==> src/rtl/core/rvb_pkg.sv <==
// Shared constants, types and fixed-point helpers of the stereo reverb.
`default_nettype none
package rvb_pkg;
    localparam int SW = 24;
    localparam int AW = 44;
    localparam int PW = 11;
    localparam int COMB_N = 4;
    localparam int AP_N = 2;
    localparam int CW = 17;
    localparam int MAX_LEN = 2048;
    localparam int CLR_W = 14;

    localparam logic [CW-1:0] ONE_Q16 = 17'd65536;
    localparam logic [17:0] FB_SCALE = 18'd45875;
    localparam logic [17:0] FB_BASE = 18'd18350;
    localparam logic [CW-1:0] RST_DAMP = 17'd65536;
    localparam logic [CW-1:0] RST_WET = 17'd19661;

    localparam logic [1:0] REG_ENABLED = 2'd0;
    localparam logic [1:0] REG_ROOM = 2'd1;
    localparam logic [1:0] REG_DAMP = 2'd2;
    localparam logic [1:0] REG_WET = 2'd3;

    localparam logic signed [AW-1:0] SW_HI = 44'sd8388607;
    localparam logic signed [AW-1:0] SW_LO = -44'sd8388608;
    localparam logic signed [AW-1:0] S16_HI = 44'sd32767;
    localparam logic signed [AW-1:0] S16_LO = -44'sd32768;

    localparam logic [PW-1:0] COMB_BASE [COMB_N] = '{11'd1557, 11'd1617, 11'd1491, 11'd1422};
    localparam logic [PW-1:0] AP_BASE [AP_N] = '{11'd225, 11'd341};
    localparam logic [PW-1:0] COMB_EXTRA = 11'd23;
    localparam logic [PW-1:0] AP_EXTRA = 11'd7;

    typedef enum logic [4:0] {
        S_CLEAR, S_IDLE, S_FB0, S_FB1, S_CRD, S_CMA, S_CMB, S_CMC, S_CMD, S_CWR,
        S_SCL, S_ARD, S_AWR, S_MXA, S_MXB, S_MXC, S_DONE
    } t_state;

    typedef struct packed {
        logic load;
        logic add;
    } t_mac_ctl;

    function automatic logic signed [SW-1:0] sat_sw(input logic signed [AW-1:0] v);
        logic signed [AW-1:0] t;
        t = v;
        if (v > SW_HI) t = SW_HI;
        if (v < SW_LO) t = SW_LO;
        return t[SW-1:0];
    endfunction

    function automatic logic signed [15:0] sat_16(input logic signed [AW-1:0] v);
        logic signed [AW-1:0] t;
        t = v;
        if (v > S16_HI) t = S16_HI;
        if (v < S16_LO) t = S16_LO;
        return t[15:0];
    endfunction

    function automatic logic signed [AW-1:0] rnd16(input logic signed [AW-1:0] v);
        return (v + AW'(64'sd32768)) >>> 16;
    endfunction

    function automatic logic signed [AW-1:0] rnd24(input logic signed [AW-1:0] v);
        return (v + AW'(64'sd8388608)) >>> 24;
    endfunction
endpackage
`default_nettype wire

==> src/rtl/core/rvb_mac.sv <==
// Shared signed multiply-accumulate unit with registered accumulator.
`default_nettype none
module rvb_mac (
    input  wire logic                               i_clk,
    input  wire rvb_pkg::t_mac_ctl                  i_ctl,
    input  wire logic signed [rvb_pkg::SW:0]        i_a,
    input  wire logic signed [17:0]                 i_b,
    output logic signed [rvb_pkg::AW-1:0]           o_acc
);
    import rvb_pkg::*;

    logic signed [AW-1:0] prod;
    logic signed [AW-1:0] r_acc;

    assign prod = AW'(i_a * i_b);
    assign o_acc = r_acc;

    always_ff @(posedge i_clk) begin
        if (i_ctl.load) begin
            r_acc <= prod;
        end else if (i_ctl.add) begin
            r_acc <= r_acc + prod;
        end
    end
endmodule
`default_nettype wire

==> config.mk <==
export PLATFORM = sky130hd
export DESIGN_NAME = rvb_mac
export DESIGN_NICKNAME = d
export VERILOG_FILES = /design/src/rtl/core/rvb_pkg.sv /design/src/rtl/core/rvb_mac.sv
export SDC_FILE = /design/constraint.sdc
export NUM_CORES = 1
export LEC_CHECK = 0
export ABC_AREA = 1
export BUFFER_PORTS_ARGS = -buffer_cell sky130_fd_sc_hd__buf_2
export CORE_MARGIN = 2
export CORE_UTILIZATION = 45
export CTS_CLUSTER_DIAMETER = 150
export DETAILED_ROUTE_END_ITERATION = 6
export PLACE_DENSITY = 0.58
export REMOVE_ABC_BUFFERS = 1
export SYNTH_ARGS = -nofsm -noshare
export SYNTH_HDL_FRONTEND = slang
export SYNTH_SLANG_ARGS = --single-unit
==> constraint.sdc <==
create_clock -name i_clk -period 9.9 [get_ports i_clk]
set_input_delay 0.495 -clock i_clk [delete_from_list [all_inputs] [get_ports i_clk]]
set_output_delay 0.495 -clock i_clk [all_outputs]
set_load 0.05 [all_outputs]
==> summary.txt <==
Final layout
  • Share of cells above drive strength 1: 4.42%
  • Layout fillers: 5127
  • Largest register FFs: 44
  • Synth-to-Final Area Change: 4.60%
  • Diode count: 0
  • Final nets: 3759
  • Design Area, Final: 23300 µm²

Run status
  • Violated checks: design-rule violations
  • Outcome: finished, violations left

Yosys
  • Synth Area in Simple Gates: 24.3%
  • Syn avg cell area: 7.12 µm²
  • Post-synthesis xor/xnor area fraction: 0.898%
  • Yosys cell types: 43
  • #FFs+latches synth: 44
  • Post-synthesis sequential area ratio: 5.92%
  • Post-Syn Area: 22300 µm²
  • Syn. warnings: 0
  • Largest family of logic cells by synthesized area: adder cells
  • Mux contribution to synthesized area: 0%
  • Synth Area in Adders: 48.2%
  • Synth Area in Compound Gates: 4.61%
  • Mapped Cells: 3132

Timing
  • Part of the cycle the worst path needs: 83.4%
  • Max-slew headroom: 18.8%
  • Achievable Freq: 121 MHz
  • Setup TNS: 0 ps
  • Tmin final: 8260 ps
  • Worst-Margin Slew: 1220 ps
  • Worst hold slack: 689 ps
  • Final setup viols: 0
  • Setup ws final: 1640 ps
  • Count of final hold-check violations: 0
  • Layout Skew: 6.27 ps
  • Slew Limit Fails: 0
  • RSZ-0062 raised after global routing: no

Setup path
  • CP dominant cell by count: nand2_1
  • Critical-path top delay cell: fa_1
  • Setup CP Type: in -> reg
  • Crit end category: flop
  • CP Max Fanout: 25
  • Critical Path AT: 8310 ps
  • R2R depth: 11
  • FF-to-FF setup slack: 6960 ps
  • Startpoint type of the worst setup path: input port
  • Required time worst endpoint: 9950 ps
  • Max incr delay on CP: 600 ps

Clocking
  • Post-CTS setup repair buffer count: 0
  • CTS Buf Count: 5
  • Clk buf depth: 2
  • Resized cells post-CTS: 0
  • CTS Hold Bufs: 0
  • H-tree levels: 2
  • CTS tree: done
  • Clock sinks: 44
  • Worst-path clk slew: 70 ps
  • Latest clock arrival within the worst-skew pair: 310 ps
  • CTS Root Cell: clkbuf_16

Die
  • Core Footprint: 49000 µm²
  • Die Ht: 227 µm
  • Initial Util: 45.6%
  • FP Rows: 81
  • Die Width: 227 µm
  • I/O pin count: 90
  • Die area: 51400 µm²

GRT
  • Grt total ovfl: 0
  • Initial antenna violation count: 0
  • Total GRT Usage: 26.9%
  • Largest net degree at the start of global routing: 57
  • First-pass GRT wire length: 107000 µm
  • Number of global-route vias before repair: 20200

Drt
  • Via count: 19100
  • Total wire length: 66000 µm
  • Routed Antenna Nets: 0
  • Iter 0 DRT Violations: 1066
  • DRC Markers: 2
  • Vias per inst: 5.05
  • Wirelength per Cell: 17.4 µm
  • 1st-pass router iterations: 7

Run
  • Max-cap viol count: 0

Min path
  • Hold Crit Depth: 3
  • Hold crit path type: reg -> reg

Placed design
  • RePlAce Congestion: 0.963
  • Pre-CTS setup slack: 1400 ps
  • Dpl cell area: 23200 µm²
  • HPWL Detailed: 58000 µm
  • Port buffer count: 89
## critical path: cells and delay by family
kind,cells,cell delay [ps]
adders and majority gates,8,3810
and+or+nand+nor,18,2940
buffers and inverters,6,1030
## cells in the mapped netlist (all sizes together)
cell / count / area (µm²)
nand2: 945 / 3560
nor4: 2 / 12.5
nand3b: 16 / 120
buf: 10 / 38.8
o21a: 2 / 15.0
nand2b: 1 / 6.26
and2: 23 / 146
o21bai: 10 / 78.8
inv: 841 / 3160
clkinv: 1 / 3.75
xnor2: 5 / 43.8
nor2: 177 / 689
ha: 152 / 1900
nor3: 7 / 45.0
nand4: 23 / 144
nand3: 112 / 566
or2: 16 / 100
clkbuf: 102 / 383
fa: 442 / 8850
a21boi: 2 / 15.0
xor2: 17 / 156
o21ai: 72 / 364
edfxtp: 44 / 1320
a21o: 6 / 45.0
a21oi: 100 / 504
nor3b: 3 / 32.5
a31oi: 1 / 6.26
## cell type report
type                       instances  area, µm²  share of cell area, %
multi-input combinational       2134      17400                   74.6
timing repair buffer              92        468                   2.01
inverter                         842       3160                   13.5
tap                              664        831                   3.56
clock buffer                       5        125                  0.536
sequential                        44       1320                   5.66
clock inverter                     3       23.8                  0.102
## metrics by stage
step | std cells | utilization (%)
after detailed placement | 3776 | 47.4
after global routing | 3784 | 47.7
final | 3784 | 47.7
after global placement | 3776 | 47.4
after CTS | 3784 | 47.7
after floorplan | 3020 | -
## cells in the final DEF, fill, tap and decap left out, types with 2 or more instances in the layout
master | synthesis | routed
nor4_1 | 2 | 2
a21boi_0 | 2 | 2
buf_4 | 0 | 3
nand3b_1 | 16 | 16
nor3_2 | 2 | 2
xnor2_1 | 5 | 5
inv_1 | 840 | 840
nand4_1 | 23 | 23
o21a_1 | 2 | 2
o21ai_0 | 63 | 63
and2_1 | 22 | 22
edfxtp_1 | 44 | 44
fa_1 | 442 | 442
xor2_1 | 16 | 16
a21oi_1 | 99 | 99
a21o_1 | 6 | 6
clkbuf_16 | 0 | 5
ha_1 | 152 | 152
nor2_1 | 169 | 169
nor3b_2 | 2 | 2
or2_2 | 14 | 14
nor3_1 | 5 | 5
nand2_2 | 5 | 5
clkinvlp_4 | 0 | 2
o21bai_1 | 9 | 9
buf_2 | 1 | 89
nor2_2 | 7 | 7
o21ai_1 | 8 | 8
nand2_1 | 940 | 940
nand3_1 | 111 | 111
## final timing paths
kind                                             to                from
worst max-delay path            o_acc[40]$_DFFE_PP_              i_b[0]
worst min-delay path             o_acc[0]$_DFFE_PP_  o_acc[0]$_DFFE_PP_
worst max register to register  o_acc[22]$_DFFE_PP_  o_acc[0]$_DFFE_PP_
worst min register to register   o_acc[0]$_DFFE_PP_  o_acc[0]$_DFFE_PP_
## per-layer routing
layer,global-route usage (%),up-vias,wire length [µm]
met3,2.02,61,2760
met2,47.3,454,32300
met4,4.41,0,994
met5,0,-,0
met1,37.0,9565,29900
li1,-,9037,-
## cell families after synthesis
kind of cell	after synthesis
adders and majority gates	594
xor gates and xnor gates	22
and+or+nand+nor	1325
DFF	44
AOI/OAI and AO/OA	193
buffers and inverters	954
Power is not shown: default switching activity piles up to over one toggle a cycle in this logic, so the estimate is an artifact.
